### config.mk
export PLATFORM = sky130hd
export DESIGN_NAME = rc_pulse_hold_timeout_flat
export DESIGN_NICKNAME = d
export VERILOG_FILES = /design/src/hw/rtl/rcph_pkg.sv /design/src/hw/rtl/rcph_ifs.sv /design/src/hw/rtl/rcph_front.sv /design/src/hw/rtl/rcph_queue.sv /design/src/hw/rtl/rcph_back.sv /design/src/hw/rtl/rc_pulse_hold_timeout.sv /design/src/flat_wrapper.sv
export SDC_FILE = /design/constraint.sdc
export NUM_CORES = 1
export LEC_CHECK = 0
export BUFFER_PORTS_ARGS = -buffer_cell sky130_fd_sc_hd__buf_2
export CAP_MARGIN = 0
export CORE_AREA = 10 10 265 267
export CTS_BUF_LIST = sky130_fd_sc_hd__clkbuf_8
export DETAILED_ROUTE_END_ITERATION = 6
export DIE_AREA = 0 0 275 277
export SLEW_MARGIN = 15
export SYNTH_ARGS = -nofsm -noshare
export SYNTH_HDL_FRONTEND = slang
export SYNTH_SLANG_ARGS = --single-unit
### constraint.sdc
create_clock -name clk -period 15.1 [get_ports clk]
set_clock_uncertainty 0.15 [all_clocks]
set_input_delay 0.755 -clock clk [delete_from_list [all_inputs] [get_ports clk]]
set_output_delay 0.755 -clock clk [all_outputs]
set_load 0.02 [all_outputs]
### src/hw/rtl/rcph_pkg.sv
`timescale 1ns / 1ps
`default_nettype none
// ----------------------------------------------------------------------------
// rcph_pkg
// shared types and constants of the rc pulse hold / failsafe block
// ----------------------------------------------------------------------------
package rcph_pkg;

    localparam int CHANNELS_DEF = 6;

    localparam int CH_W    = 3;
    localparam int PULSE_W = 16;
    localparam int TIME_W  = 32;
    localparam int CFG_W   = 16;
    localparam int CFG_IDX_W = 3;

    localparam logic [CFG_W-1:0] PULSE_MIN_RST   = 16'd1000;
    localparam logic [CFG_W-1:0] PULSE_MAX_RST   = 16'd2000;
    localparam logic [CFG_W-1:0] CENTER_RST      = 16'd1500;
    localparam logic [CFG_W-1:0] MAX_AGE_RST     = 16'd100;
    localparam logic [CFG_W-1:0] LINK_TIMEOUT_RST = 16'd500;

    typedef enum logic [CFG_IDX_W-1:0] {
        REG_PULSE_MIN    = 3'd0,
        REG_PULSE_MAX    = 3'd1,
        REG_CENTER       = 3'd2,
        REG_MAX_AGE      = 3'd3,
        REG_LINK_TIMEOUT = 3'd4
    } cfg_reg_e;

    typedef struct packed {
        logic [CFG_W-1:0] pulse_min_us;
        logic [CFG_W-1:0] pulse_max_us;
        logic [CFG_W-1:0] center_us;
        logic [CFG_W-1:0] max_age_ms;
        logic [CFG_W-1:0] link_timeout_ms;
    } rcph_cfg_t;

    // classified slot handed from front to back
    typedef struct packed {
        logic [CH_W-1:0]    channel;
        logic               fresh_ok;
        logic               fresh_bad;
        logic [PULSE_W-1:0] pulse_width;
        logic [TIME_W-1:0]  now_ms;
    } rcph_item_t;

endpackage
`default_nettype wire

### src/hw/rtl/rcph_ifs.sv
`timescale 1ns / 1ps
`default_nettype none
// ----------------------------------------------------------------------------
// rcph channel interfaces
// slot input, result output and configuration write channels
// ----------------------------------------------------------------------------
interface rcph_slot_if import rcph_pkg::*; ();
    logic               valid;
    logic               ready;
    logic [CH_W-1:0]    channel;
    logic               new_pulse;
    logic [PULSE_W-1:0] pulse_width;
    logic [TIME_W-1:0]  now_ms;

    modport source (output valid, channel, new_pulse, pulse_width, now_ms, input ready);
    modport sink   (input valid, channel, new_pulse, pulse_width, now_ms, output ready);
endinterface

interface rcph_result_if import rcph_pkg::*; ();
    logic               valid;
    logic               ready;
    logic [CH_W-1:0]    channel_out;
    logic [PULSE_W-1:0] pulse_out;
    logic               frame_done;
    logic               frame_valid;
    logic               link_valid;

    modport source (output valid, channel_out, pulse_out, frame_done, frame_valid,
                    link_valid, input ready);
    modport sink   (input valid, channel_out, pulse_out, frame_done, frame_valid,
                    link_valid, output ready);
endinterface

interface rcph_cfg_if import rcph_pkg::*; ();
    logic                 valid;
    logic                 ready;
    logic [CFG_IDX_W-1:0] idx;
    logic [CFG_W-1:0]     data;

    modport source (output valid, idx, data, input ready);
    modport sink   (input valid, idx, data, output ready);
endinterface
`default_nettype wire

### src/hw/rtl/rcph_front.sv
`timescale 1ns / 1ps
`default_nettype none
// ----------------------------------------------------------------------------
// rcph_front
// accepts slots and classifies a fresh pulse against the width window
// ----------------------------------------------------------------------------
module rcph_front import rcph_pkg::*; (
    rcph_slot_if.sink  slot,
    input  rcph_cfg_t  cfg_regs,
    input  logic       push_ready,
    output logic       push_valid,
    output rcph_item_t push_item
);

    logic in_window;

    assign in_window = (slot.pulse_width >= cfg_regs.pulse_min_us) &&
                       (slot.pulse_width <= cfg_regs.pulse_max_us);

    assign slot.ready  = push_ready;
    assign push_valid  = slot.valid;

    always_comb
    begin
        push_item.channel     = slot.channel;
        push_item.fresh_ok    = slot.new_pulse & in_window;
        push_item.fresh_bad   = slot.new_pulse & ~in_window;
        push_item.pulse_width = slot.pulse_width;
        push_item.now_ms      = slot.now_ms;
    end

endmodule
`default_nettype wire

### src/hw/rtl/rcph_queue.sv
`timescale 1ns / 1ps
`default_nettype none
// ----------------------------------------------------------------------------
// rcph_queue
// two-entry queue between front and back
// ----------------------------------------------------------------------------
module rcph_queue import rcph_pkg::*; #(
    parameter int W = $bits(rcph_item_t)
) (
    input  logic         clk,
    input  logic         rst_n,
    input  logic         push_valid,
    output logic         push_ready,
    input  logic [W-1:0] push_data,
    output logic         pop_valid,
    input  logic         pop_ready,
    output logic [W-1:0] pop_data
);

    logic [W-1:0] mem_reg [2];
    logic         wr_ptr_reg, wr_ptr_next;
    logic         rd_ptr_reg, rd_ptr_next;
    logic [1:0]   count_reg, count_next;
    logic         do_push, do_pop;

    assign push_ready = (count_reg != 2'd2);
    assign pop_valid  = (count_reg != 2'd0);
    assign pop_data   = mem_reg[rd_ptr_reg];
    assign do_push    = push_valid & push_ready;
    assign do_pop     = pop_valid & pop_ready;

    always_comb
    begin
        wr_ptr_next = wr_ptr_reg ^ do_push;
        rd_ptr_next = rd_ptr_reg ^ do_pop;
        count_next  = count_reg;
        if (do_push && !do_pop)
        begin
            count_next = count_reg + 2'd1;
        end
        else if (do_pop && !do_push)
        begin
            count_next = count_reg - 2'd1;
        end
    end

    always_ff @(posedge clk or negedge rst_n)
    begin
        if (!rst_n)
        begin
            wr_ptr_reg <= 1'b0;
            rd_ptr_reg <= 1'b0;
            count_reg  <= 2'd0;
        end
        else
        begin
            wr_ptr_reg <= wr_ptr_next;
            rd_ptr_reg <= rd_ptr_next;
            count_reg  <= count_next;
        end
    end

    always_ff @(posedge clk)
    begin
        if (do_push)
        begin
            mem_reg[wr_ptr_reg] <= push_data;
        end
    end

endmodule
`default_nettype wire

### src/hw/rtl/rcph_back.sv
`timescale 1ns / 1ps
`default_nettype none
// ----------------------------------------------------------------------------
// rcph_back
// per-channel hold state, staleness check, frame and link tracking
// ----------------------------------------------------------------------------
module rcph_back import rcph_pkg::*; #(
    parameter int CHANNELS = CHANNELS_DEF
) (
    input  logic       clk,
    input  logic       rst_n,
    input  rcph_cfg_t  cfg_regs,
    input  logic       pop_valid,
    output logic       pop_ready,
    input  rcph_item_t pop_item,
    rcph_result_if.source result
);

    localparam int IDX_W = (CHANNELS > 1) ? $clog2(CHANNELS) : 1;

    logic [PULSE_W-1:0] held_pulse_reg  [CHANNELS];
    logic [TIME_W-1:0]  update_time_reg [CHANNELS];
    logic               frame_ok_reg, frame_ok_next;
    logic [TIME_W-1:0]  last_valid_reg, last_valid_next;

    logic               out_valid_reg;
    logic [CH_W-1:0]    channel_out_reg;
    logic [PULSE_W-1:0] pulse_out_reg;
    logic               frame_done_reg;
    logic               frame_valid_reg;
    logic               link_valid_reg;

    logic               do_pop;
    logic [IDX_W-1:0]   idx;
    logic               ch_ok;
    logic               take_new;
    logic [PULSE_W-1:0] eff_pulse;
    logic [TIME_W-1:0]  eff_time;
    logic [TIME_W-1:0]  age;
    logic [TIME_W-1:0]  link_age;
    logic               stale;
    logic               ok;
    logic               done;
    logic               link;
    logic [PULSE_W-1:0] pulse;

    assign pop_ready = ~out_valid_reg | result.ready;
    assign do_pop    = pop_valid & pop_ready;

    assign ch_ok    = (int'(pop_item.channel) < CHANNELS);
    assign idx      = IDX_W'(pop_item.channel);
    assign take_new = ch_ok & pop_item.fresh_ok;

    // a fresh in-window pulse is held now, so it is judged with its own time
    always_comb
    begin
        eff_pulse = held_pulse_reg[idx];
        eff_time  = update_time_reg[idx];
        if (take_new)
        begin
            eff_pulse = pop_item.pulse_width;
            eff_time  = pop_item.now_ms;
        end
        age   = pop_item.now_ms - eff_time;
        stale = ~ch_ok || (eff_time == '0) ||
                (age > {{(TIME_W-CFG_W){1'b0}}, cfg_regs.max_age_ms});
        pulse = stale ? cfg_regs.center_us : eff_pulse;
        ok    = frame_ok_reg & ~(ch_ok & pop_item.fresh_bad) & ~stale;
        done  = ch_ok && (int'(pop_item.channel) == CHANNELS - 1);

        last_valid_next = last_valid_reg;
        if (done && ok)
        begin
            last_valid_next = pop_item.now_ms;
        end
        link_age = pop_item.now_ms - last_valid_next;
        link     = done && (last_valid_next != '0) &&
                   (link_age < {{(TIME_W-CFG_W){1'b0}}, cfg_regs.link_timeout_ms});
        frame_ok_next = done ? 1'b1 : ok;
    end

    always_ff @(posedge clk or negedge rst_n)
    begin
        if (!rst_n)
        begin
            for (int i = 0; i < CHANNELS; i++)
            begin
                held_pulse_reg[i]  <= CENTER_RST;
                update_time_reg[i] <= '0;
            end
            frame_ok_reg   <= 1'b1;
            last_valid_reg <= '0;
            out_valid_reg  <= 1'b0;
        end
        else
        begin
            if (do_pop)
            begin
                if (take_new)
                begin
                    held_pulse_reg[idx]  <= pop_item.pulse_width;
                    update_time_reg[idx] <= pop_item.now_ms;
                end
                frame_ok_reg   <= frame_ok_next;
                last_valid_reg <= last_valid_next;
                out_valid_reg  <= 1'b1;
            end
            else if (result.ready)
            begin
                out_valid_reg <= 1'b0;
            end
        end
    end

    always_ff @(posedge clk)
    begin
        if (do_pop)
        begin
            channel_out_reg <= pop_item.channel;
            pulse_out_reg   <= pulse;
            frame_done_reg  <= done;
            frame_valid_reg <= ok;
            link_valid_reg  <= link;
        end
    end

    assign result.valid       = out_valid_reg;
    assign result.channel_out = channel_out_reg;
    assign result.pulse_out   = pulse_out_reg;
    assign result.frame_done  = frame_done_reg;
    assign result.frame_valid = frame_valid_reg;
    assign result.link_valid  = link_valid_reg;

endmodule
`default_nettype wire

### src/hw/rtl/rc_pulse_hold_timeout.sv
`timescale 1ns / 1ps
`default_nettype none
// ----------------------------------------------------------------------------
// rc_pulse_hold_timeout
// holds rc channel pulses, substitutes the center value when stale,
// tracks frame validity and link timeout
// ----------------------------------------------------------------------------
//  port    dir   payload                                           transfer
//  slot    in    channel, new_pulse, pulse_width, now_ms           valid & ready
//  result  out   channel_out, pulse_out, frame_done, frame_valid,  valid & ready
//                link_valid
//  cfg     in    idx, data                                         valid & ready
//
// one slot per clock sustained while results are taken; a result passes through
// the two-entry queue and then the back stage result register.
// the back stage reads and updates the per-channel state in the same cycle.
// rst_n clears all state at once; no clearing pass. cfg is always ready.
// a stalled result holds the back stage, and the queue lets slots keep coming
// until it is full.
// ----------------------------------------------------------------------------
module rc_pulse_hold_timeout import rcph_pkg::*; #(
    parameter int CHANNELS = CHANNELS_DEF
) (
    input  logic clk,
    input  logic rst_n,
    rcph_slot_if.sink     slot,
    rcph_result_if.source result,
    rcph_cfg_if.sink      cfg
);

    rcph_cfg_t  cfg_reg, cfg_next;
    logic       push_valid, push_ready;
    rcph_item_t push_item;
    logic       pop_valid, pop_ready;
    rcph_item_t pop_item;

    assign cfg.ready = 1'b1;

    always_comb
    begin
        cfg_next = cfg_reg;
        if (cfg.valid)
        begin
            unique case (cfg.idx)
                REG_PULSE_MIN:    cfg_next.pulse_min_us    = cfg.data;
                REG_PULSE_MAX:    cfg_next.pulse_max_us    = cfg.data;
                REG_CENTER:       cfg_next.center_us       = cfg.data;
                REG_MAX_AGE:      cfg_next.max_age_ms      = cfg.data;
                REG_LINK_TIMEOUT: cfg_next.link_timeout_ms = cfg.data;
                default:          cfg_next = cfg_reg;
            endcase
        end
    end

    always_ff @(posedge clk or negedge rst_n)
    begin
        if (!rst_n)
        begin
            cfg_reg.pulse_min_us    <= PULSE_MIN_RST;
            cfg_reg.pulse_max_us    <= PULSE_MAX_RST;
            cfg_reg.center_us       <= CENTER_RST;
            cfg_reg.max_age_ms      <= MAX_AGE_RST;
            cfg_reg.link_timeout_ms <= LINK_TIMEOUT_RST;
        end
        else
        begin
            cfg_reg <= cfg_next;
        end
    end

    rcph_front u_front (
        .slot       (slot),
        .cfg_regs   (cfg_reg),
        .push_ready (push_ready),
        .push_valid (push_valid),
        .push_item  (push_item)
    );

    rcph_queue #(
        .W ($bits(rcph_item_t))
    ) u_queue (
        .clk        (clk),
        .rst_n      (rst_n),
        .push_valid (push_valid),
        .push_ready (push_ready),
        .push_data  (push_item),
        .pop_valid  (pop_valid),
        .pop_ready  (pop_ready),
        .pop_data   (pop_item)
    );

    rcph_back #(
        .CHANNELS (CHANNELS)
    ) u_back (
        .clk       (clk),
        .rst_n     (rst_n),
        .cfg_regs  (cfg_reg),
        .pop_valid (pop_valid),
        .pop_ready (pop_ready),
        .pop_item  (pop_item),
        .result    (result)
    );

endmodule
`default_nettype wire

### src/flat_wrapper.sv
// flat-port wrapper written by rule: the top's interface ports become plain ports
module rc_pulse_hold_timeout_flat import rcph_pkg::*;
#(
    parameter int CHANNELS = CHANNELS_DEF
)
  (clk, rst_n, slot_valid, slot_channel, slot_new_pulse, slot_pulse_width, slot_now_ms, slot_ready, result_valid, result_channel_out, result_pulse_out, result_frame_done, result_frame_valid, result_link_valid, result_ready, cfg_valid, cfg_idx, cfg_data, cfg_ready);
  rcph_slot_if slot_i ();
  rcph_result_if result_i ();
  rcph_cfg_if cfg_i ();
  input  logic clk;
  input  logic rst_n;
  input wire logic [$bits(slot_i.valid)-1:0] slot_valid;
  input wire logic [$bits(slot_i.channel)-1:0] slot_channel;
  input wire logic [$bits(slot_i.new_pulse)-1:0] slot_new_pulse;
  input wire logic [$bits(slot_i.pulse_width)-1:0] slot_pulse_width;
  input wire logic [$bits(slot_i.now_ms)-1:0] slot_now_ms;
  output wire logic [$bits(slot_i.ready)-1:0] slot_ready;
  output wire logic [$bits(result_i.valid)-1:0] result_valid;
  output wire logic [$bits(result_i.channel_out)-1:0] result_channel_out;
  output wire logic [$bits(result_i.pulse_out)-1:0] result_pulse_out;
  output wire logic [$bits(result_i.frame_done)-1:0] result_frame_done;
  output wire logic [$bits(result_i.frame_valid)-1:0] result_frame_valid;
  output wire logic [$bits(result_i.link_valid)-1:0] result_link_valid;
  input wire logic [$bits(result_i.ready)-1:0] result_ready;
  input wire logic [$bits(cfg_i.valid)-1:0] cfg_valid;
  input wire logic [$bits(cfg_i.idx)-1:0] cfg_idx;
  input wire logic [$bits(cfg_i.data)-1:0] cfg_data;
  output wire logic [$bits(cfg_i.ready)-1:0] cfg_ready;
  assign slot_i.valid = slot_valid;
  assign slot_i.channel = slot_channel;
  assign slot_i.new_pulse = slot_new_pulse;
  assign slot_i.pulse_width = slot_pulse_width;
  assign slot_i.now_ms = slot_now_ms;
  assign slot_ready = slot_i.ready;
  assign result_valid = result_i.valid;
  assign result_channel_out = result_i.channel_out;
  assign result_pulse_out = result_i.pulse_out;
  assign result_frame_done = result_i.frame_done;
  assign result_frame_valid = result_i.frame_valid;
  assign result_link_valid = result_i.link_valid;
  assign result_i.ready = result_ready;
  assign cfg_i.valid = cfg_valid;
  assign cfg_i.idx = cfg_idx;
  assign cfg_i.data = cfg_data;
  assign cfg_ready = cfg_i.ready;
  rc_pulse_hold_timeout #(.CHANNELS(CHANNELS)) u_core (.clk(clk), .rst_n(rst_n), .slot(slot_i), .result(result_i), .cfg(cfg_i));
endmodule
==> flow_summary.ini, run 1 <==
[worst_setup_path]
crit_path_max_fanout = 56
start_kind = flop
rr_startpoint = u_core.u_queue.rd_ptr_reg
critPathRequiredTime_ps = 15500
cpMostUsedCell = ha_1
crit_path_end_kind = flop
cp_slowest_stage_delay_ps = 980
critPathSlowestCell = or3_2
path_class = flop to flop
cp_data_arrival_time_ps = 14590
crit_start = u_core.u_queue.rd_ptr_reg

[clocking]
root_buffer = clkbuf_8
tritoncts = done
numCtsBuffers = 92
cts.sink_count = 534
postCtsSetupBuffers = 0
cts_max_path_buffers = 3
clkTransAtPathRegs_ps = 70
cts_htree_levels = 3
clk_latency_ps = 730

[timing]
min_period_ps = 14200
setup_ws_ps = 904.8
rsz0062_at_grt = false
relSlewSlack_pct = 15.01
setup_viol = 0
drv_slew = 0
min_period_over_period_pct = 94.01
whs_ps = 73.57
tns_ps = 0
hold_violations = 0
worst_slew_pin_slew_ps = 1239
maxClockFrequency_ghz = 0.07045

[yosys]
yosysTopAreaCell = dfrtp_1
synth.top_cell.area_share_pct = 29.01
synth-edff-count = 128
synth_cells = 3110
synthFlopType = dfrtp_1
syn_area_um2 = 28900
async_flop_share_pct = 76.03
ys_warn_count = 0
synth.area.top_cells = dfrtp_1 (29%), edfxtp_1 (13%), a21oi_1 (7.2%)
ys_types = 101
synth-seq-cells = 534
ys_seq_area_share_pct = 48.76
synth_fp_nets = 3303
avgSynthCellArea_um2 = 9.293

[power]
peakVddDrop_mv = 0.09648
power.leakage_nw = 13.74
pwr-share-comb_pct = 55.3
finalPower_mw = 8.334
p_int_mw = 4.398
p_per_area_nw_per_um2 = 258.1
switching_share_pct = 47.23
p_sw_mw = 3.937
clock_power_share_pct = 15.9
power_frac_seq_pct = 28.8

[detailed_routing]
wl_met3_um = 7151
dr.pass1.iters = 6
route.detailed.drc = 0
wire_per_inst_um = 23.97
via_count = 24394
wl_met2_um = 46920
via_per_inst = 5.917
top_layer = met4
drt-total-wl_um = 98840
drtIter0Drc = 2396
ant_nets = 0
m1WireLength_um = 42390

[die]
core_um2 = 65160
num_rows = 94
io_pins = 101
start_util_pct = 44.36
die-width_um = 275
die_h_um = 277
dieArea_um2 = 76180

[layout]
final_core_util_pct = 49.55
area_growth_pct = 11.72
final_common_cell = a21oi_1
finalNetCount = 3376
drive_above_1_share_pct = 14.86
largest_reg_flops = 192
final_area_um2 = 32290
final_cells = 4123
final_cell_mix = a21oi_1 (416), nor2_1 (362), nand2_1 (351), dfrtp_1 (334), o21ai_0 (246)

[global_routing]
grt_overflow_total = 0
grt_pass1_wl_um = 148800
grt_max_degree = 180
grt_pass1_vias = 23764
grt_antenna_before_repair = 3
grt_usage_pct = 25.45

[flow_run]
cap_viol_max_count = 0

[placement]
gp_congestion = 0.9700
place_area_um2 = 30410
dp_cells = 3951
hpwl_um = 70140
port_buffers = 99
place_ws_ps = 1071

[worst_hold_path]
min_path_type = input port to flop
min_from = slot_now_ms[22]

[run_status]
outcome = finished clean
## worst max-delay path: cells and delay by family (launching register included)
family,cells,cell delay [ps]
buf+inv,3,690
fa+ha+maj,5,1430
mux,1,740
xor+xnor,1,190
flops,1,910
compound gates,22,4810
simple gates,16,5000
## kinds of logic (layout without fill, tap and decap cells)
logic type               Yosys count  in the layout  share of synthesized area, %
other                              1              3                       0.01298
XOR/XNOR                          45             45                         1.364
buffers and inverters            320            466                         4.256
multiplexers                     128            129                         4.862
flip-flops                       534            534                         48.76
adder cells (fa/ha/maj)          121            121                         5.230
AND/OR/NAND/NOR                  970            970                         14.88
AO/OA/AOI/OAI                    991            991                         20.64
## cell usage after synthesis (67+ instances only)
master    number
dfstp_2       71
nand2_1      351
dfrtp_1      335
a21oi_1      417
ha_1         116
a21o_1        67
clkbuf_1     150
inv_1        123
nor2_1       365
mux2i_1       77
o21ai_0      247
edfxtp_1     128
## worst paths after layout
path                            slack (ps)                                 end  depth (start not counted)
worst min-delay path                    70       u_core.u_queue.mem_reg[1][22]                          1
worst min register to register         330  u_core.u_back.update_time_reg[187]                          2
min in group asynchronous              610                  u_core.cfg_reg[53]                          2
max in group asynchronous            11900   u_core.u_back.update_time_reg[60]                          4
worst max register to register         900     u_core.u_back.result.link_valid                         48
worst max-delay path                   900     u_core.u_back.result.link_valid                         48
## power groups by stage
stage               logic [mW]  clock network [mW]  registers, mW
global placement          4.48                   0           2.39
finish                    4.61                1.33           2.40
floorplan                 3.06                   0           2.32
CTS                       4.53                1.36           2.39
detailed placement        4.51                   0           2.41
global route              5.02                1.43           2.45
## metal layers
layer,GRT usage (%),vias to the layer above
met3,4.575,151
met1,34.35,11986
met5,0,-
met4,7.567,0
met2,41.04,998
li1,-,11259
## what timing repair did
item                                    in CTS  in global routing
hold buffers                                 1                  0
endpoints found under the setup margin       0                  1
resized for setup                            0                  0
hold endpoints to repair                    18                  0
## final cells by class
type                    instances  area (um2)
multi-input cells            2257       13690
clock buffers                 103        1418
well taps                     864        1081
flip-flops and latches        534       14100
diodes                          2       5.005
clock inverters                65       432.9
repair buffers                171        1081
fillers                      6179       32870
inverters                     127       483.0
(Power assumes the default switching activity.)
==> inputs of run 2 (changes only) <==
Settings changed: RECOVER_POWER set to 50.
==> flow_summary.ini, run 2 (synthesis results as in run 1) <==
[placement]
hpwl_um = 70140
place_ws_ps = 1071
port_buffers = 99
gp_congestion = 0.9700
place_area_um2 = 30410

[timing]
relSlewSlack_pct = -342.0
setup_viol = 0
tns_ps = 0
min_period_ps = 14260
whs_ps = 79.88
drv_slew = 410
rsz0062_at_grt = false
setup_ws_ps = 843.7
worst_slew_pin_slew_ps = 6630
maxClockFrequency_ghz = 0.07014
min_period_over_period_pct = 94.41
hold_violations = 0

[layout]
final_core_util_pct = 49.34
final_area_um2 = 32150
final_cell_mix = a21oi_1 (416), nor2_1 (363), nand2_1 (351), dfrtp_1 (334), o21ai_0 (246)
largest_reg_flops = 192
drive_above_1_share_pct = 12.56
finalNetCount = 3376
area_growth_pct = 11.24
final_common_cell = a21oi_1

[clocking]
clk_latency_ps = 720
cts.sink_count = 534
root_buffer = clkbuf_8
postCtsSetupBuffers = 0
numCtsBuffers = 92
clkTransAtPathRegs_ps = 70
cts_htree_levels = 3
tritoncts = done
ctsResizeCount = 0
cts_max_path_buffers = 3

[worst_setup_path]
path_class = flop to flop
cpMostUsedCell = ha_1
cp_slowest_stage_delay_ps = 990
critPathRequiredTime_ps = 15490
crit_path_max_fanout = 56
cp_data_arrival_time_ps = 14650
crit_path_end_kind = flop
critPathSlowestCell = or3_2
start_kind = flop

[detailed_routing]
dr.pass1.iters = 6
via_per_inst = 5.943
route.detailed.drc = 0
ant_nets = 0
via_count = 24503
wire_per_inst_um = 23.96
drt-total-wl_um = 98790
drtIter0Drc = 2491

[run_status]
violations = capacitance limit, slew limit
outcome = complete, but fails checks

[global_routing]
grt_pass1_wl_um = 148800
grt_usage_pct = 25.45
grt_use_met1_pct = 34.35
busiest_layer = met2
grt_antenna_before_repair = 3
gr-usage-met2_pct = 41.04
grt_max_degree = 180
met3_usage_pct = 4.575
grt_pass1_vias = 23764
grt_overflow_total = 0

[die]
start_util_pct = 44.36
io_pins = 101
die-width_um = 275
core_um2 = 65160
dieArea_um2 = 76180
die_h_um = 277
num_rows = 94

[worst_hold_path]
min_path_type = input port to flop

[power]
power.leakage_nw = 13.53
p_per_area_nw_per_um2 = 259.1
peakVddDrop_mv = 0.09790

[flow_run]
cap_viol_max_count = 7
## run 2: metrics by stage
step                std cells  power (mW)
floorplan                3110       5.376
global placement         3950       6.875
detailed placement       3951       6.918
CTS                      4120       8.281
global route             4123       8.897
finish                   4123       8.330
## run 2: final cells by class
cell class                 instances  area [um2]
clock buffer                     103        1418
sequential                       534       14100
antenna                            2       5.005
fill                            6227       33010
timing repair buffer             171       960.9
tap                              864        1081
multi-input combinational       2257       13670
inverter                         127       483.0
clock inverter                    65       432.9
## run 2: power breakdown
part | switching, mW | leakage (nW) | internal [mW]
Sequential | 0.313 | 6.01 | 2.10
Clock | 0.629 | 1.08 | 0.701
Combinational | 2.99 | 6.43 | 1.60
Total | 3.93 | 13.5 | 4.40
## run 2: worst paths after layout
check / to / depth (start not counted) / slack (ps) / start
min reg2reg: u_core.u_back.update_time_reg[187] / 2 / 330 / u_core.u_back.update_time_reg[187]
max: u_core.u_back.result.link_valid / 48 / 840 / u_core.u_queue.rd_ptr_reg
max reg2reg: u_core.u_back.result.link_valid / 48 / 840 / u_core.u_queue.rd_ptr_reg
min in group asynchronous: u_core.cfg_reg[59] / 2 / 2970 / rst_n
min: u_core.u_queue.mem_reg[1][22] / 1 / 80 / slot_now_ms[22]
max in group asynchronous: u_core.u_queue.rd_ptr_reg / 3 / 5850 / rst_n
## run 2: timing repair
item	in CTS	in global routing
hold buffers	1	0
endpoints found under the setup margin	0	1
endpoints found under the hold margin	18	0
## run 2: worst max-delay path, delay by kind of cell, from the launching register on
kind / cells / cell delay, ps
AND/OR/NAND/NOR: 16 / 5010
AO/OA/AOI/OAI: 22 / 4820
adder cells (fa/ha/maj): 5 / 1450
flip-flops: 1 / 910
multiplexers: 1 / 740
buffers and inverters: 3 / 700
XOR/XNOR: 1 / 190
## run 2: metal layers
| metal | vias up | share of wire, % |
|---|---|---|
| met3 | 155 | 7.1 |
| met2 | 957 | 47 |
| met5 | - | 0 |
| li1 | 11268 | - |
| met4 | 0 | 2.6 |
| met1 | 12123 | 43 |
